<file path="src/hdl/first_fit_block_allocator_macros.svh">
// Assertion macros for the first-fit block allocator.
// Used by the top level only; expects clk_i and rst_ni in scope.
`ifndef FIRST_FIT_BLOCK_ALLOCATOR_MACROS_SVH
`define FIRST_FIT_BLOCK_ALLOCATOR_MACROS_SVH

// same-cycle implication
`define FFBA_ASSERT_IMP(label, ante, cons, msg) \
  label: assert property (@(posedge clk_i) disable iff (!rst_ni) (ante) |-> (cons)) \
    else $error(msg);

// next-cycle implication
`define FFBA_ASSERT_NXT(label, ante, cons, msg) \
  label: assert property (@(posedge clk_i) disable iff (!rst_ni) (ante) |=> (cons)) \
    else $error(msg);

`endif

</file>
<file path="src/hdl/ffba_pkg.sv">
// Shared types and constants of the first-fit block allocator.
// No dependencies.
package ffba_pkg;

  localparam int unsigned MaxBlocksDef   = 16;
  localparam int unsigned HeaderBytesDef = 32;
  localparam int unsigned AlignBytesDef  = 32;

  localparam int unsigned OffW  = 24;
  localparam int unsigned IdW   = 32;
  localparam int unsigned ExtW  = 28;  // extended offset math, no overflow
  localparam int unsigned DivW  = 25;  // size + align - 1

  localparam logic [OffW-1:0] HeapSizeRst = 24'd1048576;

  localparam logic [2:0] CmdAlloc   = 3'd0;
  localparam logic [2:0] CmdFree    = 3'd1;
  localparam logic [2:0] CmdResolve = 3'd2;
  localparam logic [2:0] CmdPurge   = 3'd3;
  localparam logic [2:0] CmdDefrag  = 3'd4;

  localparam logic [1:0] StOk       = 2'd0;
  localparam logic [1:0] StNoSpace  = 2'd1;
  localparam logic [1:0] StNotFound = 2'd2;
  localparam logic [1:0] StFull     = 2'd3;

  typedef enum logic [3:0] {
    OP_NONE,
    OP_LOAD,
    OP_DIV,
    OP_NEED,
    OP_SCAN,
    OP_ALLOC_OK,
    OP_FREE_OK,
    OP_RES_OK,
    OP_RES_REF,
    OP_PURGE,
    OP_DEFRAG,
    OP_FAIL
  } ffba_op_e;

  typedef struct packed {
    ffba_op_e   op;
    logic [1:0] status;
  } ffba_ctl_t;

  typedef struct packed {
    logic [2:0] cmd;
    logic       full;
    logic       gen_match;
    logic       scan_end;
    logic       fit;
    logic       id_hit;
  } ffba_sts_t;

endpackage

</file>
<file path="src/hdl/ffba_datapath.sv">
// Datapath: block table, alignment rounding, gap scan and result registers.
// Depends on ffba_pkg.
module ffba_datapath #(
  parameter int unsigned MAX_BLOCKS   = ffba_pkg::MaxBlocksDef,
  parameter int unsigned HEADER_BYTES = ffba_pkg::HeaderBytesDef,
  parameter int unsigned ALIGN_BYTES  = ffba_pkg::AlignBytesDef
) (
  input  logic                      clk_i,
  input  logic                      rst_ni,
  input  ffba_pkg::ffba_ctl_t       ctl_i,
  output ffba_pkg::ffba_sts_t       sts_o,
  input  logic                      cfg_we_i,
  input  logic [23:0]               cfg_data_i,
  input  logic [2:0]                command_i,
  input  logic [23:0]               object_size_i,
  input  logic [31:0]               block_id_i,
  input  logic [31:0]               ref_generation_i,
  input  logic [23:0]               ref_offset_i,
  output logic [1:0]                status_o,
  output logic [31:0]               result_id_o,
  output logic [23:0]               data_offset_o,
  output logic [31:0]               result_generation_o,
  output logic [23:0]               result_size_o
);
  localparam int unsigned IW = (MAX_BLOCKS > 1) ? $clog2(MAX_BLOCKS) : 1;
  localparam int unsigned CW = $clog2(MAX_BLOCKS + 1);
  localparam int unsigned OW = ffba_pkg::OffW;
  localparam int unsigned EW = ffba_pkg::ExtW;
  localparam int unsigned DW = ffba_pkg::DivW;
  localparam int unsigned AL = $clog2(ALIGN_BYTES);
  localparam int unsigned MW = DW + 1;
  localparam int unsigned PW = DW + MW;
  localparam int unsigned SH = DW + AL;
  // ceil(2^SH / align): (x * RECIP) >> SH is exactly x / align for any x below 2^DW
  localparam logic [MW-1:0] RECIP =
    MW'(((64'd1 << SH) + 64'(ALIGN_BYTES) - 64'd1) / 64'(ALIGN_BYTES));

  logic [OW-1:0] start_q [MAX_BLOCKS];
  logic [OW-1:0] vol_q   [MAX_BLOCKS];
  logic [31:0]   ident_q [MAX_BLOCKS];

  logic [CW-1:0] count_q, idx_q;
  logic [31:0]   next_id_q, gen_q;
  logic [OW-1:0] heap_q;
  logic [2:0]    cmd_q;
  logic [OW-1:0] roff_q;
  logic [31:0]   bid_q, rgen_q;
  logic [DW-1:0] rnd_q;
  logic [PW-1:0] prod_q;
  logic [OW-1:0] new_vol_q;
  logic [EW-1:0] need_q, prev_end_q;
  logic [1:0]    status_q;
  logic [31:0]   rid_q;
  logic [OW-1:0] doff_q, rsize_q;

  logic [IW-1:0] ix;
  logic [EW-1:0] cand, limit, cur_end;
  logic [EW-1:0] vol_ext;

  assign ix       = idx_q[IW-1:0];
  assign cand     = (idx_q == '0) ? '0 : prev_end_q;
  assign limit    = (idx_q == count_q) ? EW'(heap_q) : EW'(start_q[ix]);
  assign cur_end  = EW'(start_q[ix]) + EW'(HEADER_BYTES) + EW'(vol_q[ix]);
  assign vol_ext  = EW'(prod_q[PW-1:SH]) * EW'(ALIGN_BYTES);

  assign sts_o.cmd       = cmd_q;
  assign sts_o.full      = (count_q == CW'(MAX_BLOCKS));
  assign sts_o.gen_match = (rgen_q == gen_q);
  assign sts_o.scan_end  = (idx_q == count_q);
  assign sts_o.fit       = (cand + need_q) <= limit;
  assign sts_o.id_hit    = (ident_q[ix] == bid_q);

  always_ff @(posedge clk_i or negedge rst_ni) begin
    if (!rst_ni) begin
      count_q   <= '0;
      next_id_q <= 32'd1;
      gen_q     <= 32'd1;
      heap_q    <= ffba_pkg::HeapSizeRst;
    end else begin
      if (cfg_we_i) heap_q <= cfg_data_i;
      case (ctl_i.op)
        ffba_pkg::OP_ALLOC_OK: begin
          count_q   <= count_q + 1'b1;
          next_id_q <= next_id_q + 32'd1;
        end
        ffba_pkg::OP_FREE_OK: count_q <= count_q - 1'b1;
        ffba_pkg::OP_PURGE:   count_q <= '0;
        ffba_pkg::OP_DEFRAG:  gen_q   <= gen_q + 32'd1;
        default: ;
      endcase
    end
  end

  // table shifts: every shifted entry moves from a fixed neighbor
  always_ff @(posedge clk_i) begin
    for (int i = 0; i < MAX_BLOCKS; i++) begin
      if (ctl_i.op == ffba_pkg::OP_ALLOC_OK) begin
        if (CW'(i) == idx_q) begin
          start_q[i] <= cand[OW-1:0];
          vol_q[i]   <= new_vol_q;
          ident_q[i] <= next_id_q;
        end else if (CW'(i) > idx_q) begin
          start_q[i] <= start_q[(i + MAX_BLOCKS - 1) % MAX_BLOCKS];
          vol_q[i]   <= vol_q[(i + MAX_BLOCKS - 1) % MAX_BLOCKS];
          ident_q[i] <= ident_q[(i + MAX_BLOCKS - 1) % MAX_BLOCKS];
        end
      end else if (ctl_i.op == ffba_pkg::OP_FREE_OK) begin
        if (CW'(i) >= idx_q && i < MAX_BLOCKS - 1) begin
          start_q[i] <= start_q[(i + 1) % MAX_BLOCKS];
          vol_q[i]   <= vol_q[(i + 1) % MAX_BLOCKS];
          ident_q[i] <= ident_q[(i + 1) % MAX_BLOCKS];
        end
      end
    end
  end

  always_ff @(posedge clk_i) begin
    case (ctl_i.op)
      ffba_pkg::OP_LOAD: begin
        cmd_q      <= command_i;
        bid_q      <= block_id_i;
        rgen_q     <= ref_generation_i;
        roff_q     <= ref_offset_i;
        rnd_q      <= DW'(object_size_i) + DW'(ALIGN_BYTES - 1);
        idx_q      <= '0;
        prev_end_q <= '0;
        status_q   <= ffba_pkg::StOk;
        rid_q      <= (command_i == ffba_pkg::CmdFree || command_i == ffba_pkg::CmdResolve)
                      ? block_id_i : '0;
        doff_q     <= '0;
        rsize_q    <= (command_i == ffba_pkg::CmdAlloc) ? object_size_i : '0;
      end
      ffba_pkg::OP_DIV: begin
        // rounding quotient by reciprocal multiplication
        prod_q <= PW'(rnd_q) * PW'(RECIP);
      end
      ffba_pkg::OP_NEED: begin
        new_vol_q <= OW'(vol_ext);
        need_q    <= vol_ext + EW'(HEADER_BYTES);
      end
      ffba_pkg::OP_SCAN: begin
        idx_q      <= idx_q + 1'b1;
        prev_end_q <= cur_end;
      end
      ffba_pkg::OP_ALLOC_OK: begin
        rid_q  <= next_id_q;
        doff_q <= OW'(cand + EW'(HEADER_BYTES));
      end
      ffba_pkg::OP_RES_OK:  doff_q <= OW'(EW'(start_q[ix]) + EW'(HEADER_BYTES));
      ffba_pkg::OP_RES_REF: doff_q <= roff_q;
      ffba_pkg::OP_FAIL: begin
        status_q <= ctl_i.status;
        if (cmd_q == ffba_pkg::CmdAlloc) rid_q <= '0;
      end
      default: ;
    endcase
  end

  assign status_o            = status_q;
  assign result_id_o         = rid_q;
  assign data_offset_o       = doff_q;
  assign result_generation_o = gen_q;
  assign result_size_o       = rsize_q;
endmodule

</file>
<file path="src/hdl/ffba_ctrl.sv">
// Controller state machine: sequences the datapath for each request.
// Depends on ffba_pkg.
module ffba_ctrl (
  input  logic                clk_i,
  input  logic                rst_ni,
  input  logic                in_valid_i,
  output logic                in_stall_o,
  output logic                out_valid_o,
  input  logic                out_stall_i,
  input  ffba_pkg::ffba_sts_t sts_i,
  output ffba_pkg::ffba_ctl_t ctl_o
);
  localparam logic [2:0] S_IDLE = 3'd0;
  localparam logic [2:0] S_EXEC = 3'd1;
  localparam logic [2:0] S_DIV  = 3'd2;
  localparam logic [2:0] S_PREP = 3'd3;
  localparam logic [2:0] S_SCAN = 3'd4;
  localparam logic [2:0] S_OUT  = 3'd5;

  logic [2:0] state_q, state_d;

  assign in_stall_o  = (state_q != S_IDLE);
  assign out_valid_o = (state_q == S_OUT);

  always_comb begin
    state_d      = state_q;
    ctl_o.op     = ffba_pkg::OP_NONE;
    ctl_o.status = ffba_pkg::StOk;
    case (state_q)
      S_IDLE: begin
        if (in_valid_i) begin
          ctl_o.op = ffba_pkg::OP_LOAD;
          state_d  = S_EXEC;
        end
      end
      S_EXEC: begin
        state_d = S_OUT;
        case (sts_i.cmd)
          ffba_pkg::CmdAlloc: begin
            if (sts_i.full) begin
              ctl_o.op     = ffba_pkg::OP_FAIL;
              ctl_o.status = ffba_pkg::StFull;
            end else begin
              state_d = S_DIV;
            end
          end
          ffba_pkg::CmdFree: state_d = S_SCAN;
          ffba_pkg::CmdResolve: begin
            if (sts_i.gen_match) ctl_o.op = ffba_pkg::OP_RES_REF;
            else                 state_d  = S_SCAN;
          end
          ffba_pkg::CmdPurge:  ctl_o.op = ffba_pkg::OP_PURGE;
          ffba_pkg::CmdDefrag: ctl_o.op = ffba_pkg::OP_DEFRAG;
          default: ;
        endcase
      end
      S_DIV: begin
        ctl_o.op = ffba_pkg::OP_DIV;
        state_d  = S_PREP;
      end
      S_PREP: begin
        ctl_o.op = ffba_pkg::OP_NEED;
        state_d  = S_SCAN;
      end
      S_SCAN: begin
        if (sts_i.cmd == ffba_pkg::CmdAlloc) begin
          if (sts_i.fit) begin
            ctl_o.op = ffba_pkg::OP_ALLOC_OK;
            state_d  = S_OUT;
          end else if (sts_i.scan_end) begin
            ctl_o.op     = ffba_pkg::OP_FAIL;
            ctl_o.status = ffba_pkg::StNoSpace;
            state_d      = S_OUT;
          end else begin
            ctl_o.op = ffba_pkg::OP_SCAN;
          end
        end else begin
          if (sts_i.scan_end) begin
            ctl_o.op     = ffba_pkg::OP_FAIL;
            ctl_o.status = ffba_pkg::StNotFound;
            state_d      = S_OUT;
          end else if (sts_i.id_hit) begin
            ctl_o.op = (sts_i.cmd == ffba_pkg::CmdFree) ? ffba_pkg::OP_FREE_OK
                                                        : ffba_pkg::OP_RES_OK;
            state_d  = S_OUT;
          end else begin
            ctl_o.op = ffba_pkg::OP_SCAN;
          end
        end
      end
      S_OUT: begin
        if (!out_stall_i) state_d = S_IDLE;
      end
      default: state_d = S_IDLE;
    endcase
  end

  always_ff @(posedge clk_i or negedge rst_ni) begin
    if (!rst_ni) begin
      state_q <= S_IDLE;
    end else begin
      state_q <= state_d;
    end
  end
endmodule

</file>
<file path="src/hdl/first_fit_block_allocator.sv">
// First-fit block allocator. One request at a time. Purge, defrag, unknown
// commands, allocate into a full table and resolve with a current generation
// go from acceptance through the execute state to the result; free and resolve
// by lookup scan the table in order until the matching id or the end of the
// used entries; allocate first does a reciprocal multiply step and a size
// step, then checks the gaps in address order and takes the first that fits.
// The result is held until taken; the next request is accepted the cycle
// after. heap_size writes are taken any time.
// Depends on ffba_pkg, ffba_ctrl, ffba_datapath and the macros header.
`include "first_fit_block_allocator_macros.svh"

module first_fit_block_allocator #(
  parameter int unsigned MAX_BLOCKS   = ffba_pkg::MaxBlocksDef,
  parameter int unsigned HEADER_BYTES = ffba_pkg::HeaderBytesDef,
  parameter int unsigned ALIGN_BYTES  = ffba_pkg::AlignBytesDef
) (
  input  logic        clk_i,
  input  logic        rst_ni,
  input  logic        cfg_we_i,
  input  logic [23:0] cfg_data_i,
  input  logic        in_valid_i,
  output logic        in_stall_o,
  input  logic [2:0]  command_i,
  input  logic [23:0] object_size_i,
  input  logic [31:0] block_id_i,
  input  logic [31:0] ref_generation_i,
  input  logic [23:0] ref_offset_i,
  output logic        out_valid_o,
  input  logic        out_stall_i,
  output logic [1:0]  status_o,
  output logic [31:0] result_id_o,
  output logic [23:0] data_offset_o,
  output logic [31:0] result_generation_o,
  output logic [23:0] result_size_o
);
  ffba_pkg::ffba_ctl_t ctl;
  ffba_pkg::ffba_sts_t sts;

  ffba_ctrl u_ctrl (
    .clk_i       (clk_i),
    .rst_ni      (rst_ni),
    .in_valid_i  (in_valid_i),
    .in_stall_o  (in_stall_o),
    .out_valid_o (out_valid_o),
    .out_stall_i (out_stall_i),
    .sts_i       (sts),
    .ctl_o       (ctl)
  );

  ffba_datapath #(
    .MAX_BLOCKS   (MAX_BLOCKS),
    .HEADER_BYTES (HEADER_BYTES),
    .ALIGN_BYTES  (ALIGN_BYTES)
  ) u_dp (
    .clk_i               (clk_i),
    .rst_ni              (rst_ni),
    .ctl_i               (ctl),
    .sts_o               (sts),
    .cfg_we_i            (cfg_we_i),
    .cfg_data_i          (cfg_data_i),
    .command_i           (command_i),
    .object_size_i       (object_size_i),
    .block_id_i          (block_id_i),
    .ref_generation_i    (ref_generation_i),
    .ref_offset_i        (ref_offset_i),
    .status_o            (status_o),
    .result_id_o         (result_id_o),
    .data_offset_o       (data_offset_o),
    .result_generation_o (result_generation_o),
    .result_size_o       (result_size_o)
  );

  `FFBA_ASSERT_IMP(a_busy_while_out, out_valid_o, in_stall_o, "result shown while idle")
  `FFBA_ASSERT_NXT(a_no_instant_result, in_valid_i && !in_stall_o, !out_valid_o, "result too early")
  `FFBA_ASSERT_NXT(a_single_result, out_valid_o && !out_stall_i, !out_valid_o, "result repeated")
endmodule

</file>
<file path="config.mk">
export PLATFORM = sky130hd
export DESIGN_NAME = first_fit_block_allocator
export DESIGN_NICKNAME = d
export VERILOG_FILES = /design/src/hdl/ffba_pkg.sv /design/src/hdl/ffba_datapath.sv /design/src/hdl/ffba_ctrl.sv /design/src/hdl/first_fit_block_allocator.sv
export VERILOG_INCLUDE_DIRS = /design/src /design/src/hdl
export SDC_FILE = /design/constraint.sdc
export NUM_CORES = 2
export LEC_CHECK = 0
export BUFFER_PORTS_ARGS = -buffer_cell sky130_fd_sc_hd__buf_2
export CAP_MARGIN = 20
export CORE_MARGIN = 5
export CORE_UTILIZATION = 42
export CTS_CLUSTER_DIAMETER = 200
export DETAILED_ROUTE_END_ITERATION = 16
export MAX_ROUTING_LAYER = met4
export PLACE_DENSITY = 0.6
export SLEW_MARGIN = 20
export SYNTH_ARGS = -nofsm -noshare
export SYNTH_HDL_FRONTEND = slang
export SYNTH_SLANG_ARGS = --single-unit
export TNS_END_PERCENT = 30
</file>
<file path="constraint.sdc">
create_clock -name clk_i -period 14.67 [get_ports clk_i]
set_input_delay 0.7335 -clock clk_i [delete_from_list [all_inputs] [get_ports clk_i]]
set_output_delay 0.7335 -clock clk_i [all_outputs]
set_load 0.01 [all_outputs]
</file>
==> flow_summary.toml <==
[run_status]
status = "finished, final reports clean"

[floorplan]
core_mm2 = 0.224
io_pins = 260
die_area_mm2 = 0.235
die_y_um = 485
placementRows = 174
start_util = 0.422
dieWidth_um = 485

[sta]
setup_viol = 0
min_period_ns = 11.41
hold_violations = 0
fmax_ghz = 0.0877
fin_skew_ns = 0.0497
final_max_slew_viol_count = 0
worstMarginPinSlew_ns = 1.24
finalSetupTns_ns = 0
rsz0062_at_grt = "no"
max-slew-margin-rel = 0.173
fin_crit_sh = 0.778

[yosys]
seq_area_frac_synth = 0.523
synth_area_leader_cell = "edfxtp_1"
synth_edf_count = 1564
async_flop_share = 0.0577
netlist_instances = 7664
synthFlopType = "edfxtp_1"
synth_top_area_frac = 0.496
syn_avg_cell_area_um2 = 12.3
yosysUniqueCellTypes = 89
mappedNetlistNets = 7881
synth_warnings = 0
syn-cell-area_mm2 = 0.0946
synth.ff_latch_count = 1664
yosys-top-cells-area = "edfxtp_1, mux2i_1, mux4_2, a21oi_1, nor2_1"

[detailed_routing]
ant_nets = 0
vias = 69000
routed_wl_um = 339000
drtIter0Drc = 8642
drt-wirelength-per-cell_um = 31.4
drt-vias-per-instance = 6.39
dr.pass1.iters = 7
drc = 0

[flow_run]
drv_cap = 0

[cts]
htree_num_levels = 4
numCtsBuffers = 190
clk_path_buf_depth = 3
cts_tree = "built"
postCtsSetupBuffers = 0
cts_root_buffer = "clkbuf_16"
clkLatencyLatePin_ns = 0.88
clk_pin_slew_ns = 0.06
clkSinkCount = 1664
post_cts_resized = 0

[pwr]
power.switching_mw = 7.66
p_leak_nw = 37.0
clkPwrFrac = 0.242
ir_drop_v = 0.000136
powerDensity_mw_per_mm2 = 187
finalPower_mw = 19.7
p_comb_frac = 0.413
seq_power_share = 0.344
internal_power_mw = 12.0
p_sw_frac = 0.389

[hold_path]
hold_start = "ref_offset_i[5]"
hp-class = "input port to register"

[critical_path]
critPathCaptureType = "register"
path_max_fanout = 158
cp_slowest_stage_delay_ns = 0.90
r2r_cells = 31
crit_end = "u_dp.ident_q[2][14]"
cp.required_ns = 15.22
r2r_end = "u_dp.ident_q[2][14]"
cp-start-kind = "register"
crit_path_top_delay_cell = "or3_4"
r2r_setup_slack_ns = 3.26
crit_type = "register to register"
worst_path_most_repeated_cell = "ha_1"
worstReg2RegStart = "u_dp.idx_q[1]"
arrival_ns = 11.96
crit_start = "u_dp.idx_q[1]"

[grt]
first_global_vias = 67000
grt_usage = 0.287
grt_max_degree = 159
grt_overflow = 0
antenna_found_initial = 13
grt_pass1_wl_um = 485000

[layout]
drive_above_1_share = 0.178
nets = 7860
syn_to_final_growth_pct = 11.1
num-fill-cells = 19900

[place]
hpwlAfterDp_um = 202000
gp_congestion = 0.919
io_buffers = 259
## registers in the layout, summed over array words and instances (netlist names), 26 cells and up, named ones only
name and flops:
u_dp.rgen_q 32, u_dp.bid_q 32, u_dp.result_generation_o 32, u_dp.result_id_o 32, u_dp.prev_end_q 26, u_dp.vol_q 384, u_dp.start_q 384, u_dp.next_id_q 32
u_dp.ident_q 512
## cells in the mapped netlist (10+ instances only)
master / number
edfxtp_1: 1564
mux2i_1: 1096
a21oi_1: 1047
nor2_1: 1030
clkbuf_1: 434
mux4_2: 344
mux2_2: 272
xnor2_1: 178
nor3_1: 150
buf_2: 137
nand2_1: 128
a22o_1: 120
dfrtp_1: 93
mux2_1: 88
nand3_1: 79
xor2_1: 77
ha_1: 71
o21ai_0: 68
and2_1: 61
inv_1: 52
nand4_1: 52
and3_1: 45
buf_4: 45
o2bb2ai_1: 38
buf_1: 35
a21o_1: 32
or3_1: 32
nor4_1: 29
buf_6: 23
a211oi_1: 20
nand2b_1: 18
and4_1: 14
a22oi_1: 13
o22ai_1: 11
nor2b_1: 10
or4_1: 10
## layer usage
layer	wire [um]	vias to the layer above	GRT usage
met5	0	-	-
met4	15000	0	0.114
met3	30600	721	0.0550
met2	159000	3949	0.447
met1	135000	35200	0.371
li1	-	29200	-
## worst max-delay path, delay by kind of cell, from the launching register on
| family | cells | cell delay (ns) |
|---|---|---|
| adders and majority gates | 5 | 1.61 |
| and+or+nand+nor | 8 | 3.17 |
| AOI/OAI and AO/OA | 11 | 2.72 |
| xor gates and xnor gates | 2 | 0.34 |
| DFF | 1 | 0.81 |
| buffers and inverters | 5 | 2.28 |
## area by class of cell
cell class	count	area, um^2	share of cell area
diodes	12	30.0	0.000286
multi-input cells	5268	42300	0.403
inverters	57	224	0.00213
clock inverters	97	910	0.00865
repair buffers	462	3170	0.0302
flip-flops and latches	1664	49500	0.471
clock buffers	256	5220	0.0496
well taps	2992	3740	0.0356
## worst min-delay path by stage
stage,cells after the start,slack [ns],endpoint
floorplan,0,0.40,u_dp.prod_q[30]
global placement,0,0.40,u_dp.prod_q[44]
detailed placement,0,0.41,u_dp.prod_q[36]
CTS,1,0.001,u_dp.roff_q[5]
global route,1,0.02,u_dp.roff_q[18]
finish,1,0.05,u_dp.roff_q[5]
## layout by cell type (no fill, tap or decap), drive strengths merged, types with 77 or more instances in the layout
| cell | instances |
|---|---|
| edfxtp | 1564 |
| mux2i | 1096 |
| a21oi | 1047 |
| nor2 | 1030 |
| buf | 416 |
| mux2 | 360 |
| mux4 | 344 |
| clkbuf | 256 |
| xnor2 | 178 |
| nor3 | 150 |
| nand2 | 128 |
| a22o | 120 |
| dfrtp | 93 |
| nand3 | 79 |
| xor2 | 77 |
## kinds of logic (layout without fill, tap and decap cells)
kind of cell	count (synthesis)	in the layout	synth area share
multiplexers	1800	1800	0.241
AND/OR/NAND/NOR	1689	1689	0.0794
flip-flops	1664	1664	0.523
AO/OA/AOI/OAI	1446	1446	0.0889
buffers and inverters	732	872	0.0346
XOR/XNOR	255	255	0.0236
adder cells (fa/ha/maj)	78	78	0.0103
other	0	12	0
## power by group through the flow
| stage | combinational (mW) | clock (mW) | sequential (mW) |
|---|---|---|---|
| floorplan | 5.44 | 0 | 6.63 |
| global placement | 7.86 | 0 | 6.84 |
| detailed placement | 7.98 | 0 | 6.85 |
| CTS | 8.01 | 4.82 | 6.76 |
| global route | 8.60 | 5.02 | 6.83 |
| finish | 8.14 | 4.77 | 6.78 |
## timing repair
action / in CTS / in global routing
hold buffers: 46 / 0
endpoints found under the hold margin: 94 / 0
endpoints found under the setup margin: 0 / 0
## metrics by stage
step / cells / hold slack [ns] / setup slack [ns] / util / instance area, um^2
3_5_place_dp: 10400 / 0.406 / 3.51 / 0.439 / 98400
6_report: 10800 / 0.0507 / 3.26 / 0.468 / 105000
5_1_grt: 10800 / 0.0210 / 2.84 / 0.468 / 105000
4_1_cts: 10800 / 0.00131 / 3.51 / 0.468 / 105000
2_1_floorplan: 7664 / 0.400 / 1.30 / - / 94600
3_3_place_gp: 10400 / 0.405 / 3.74 / 0.438 / 98400
No activity file was read; power rests on OpenSTA's default activity.
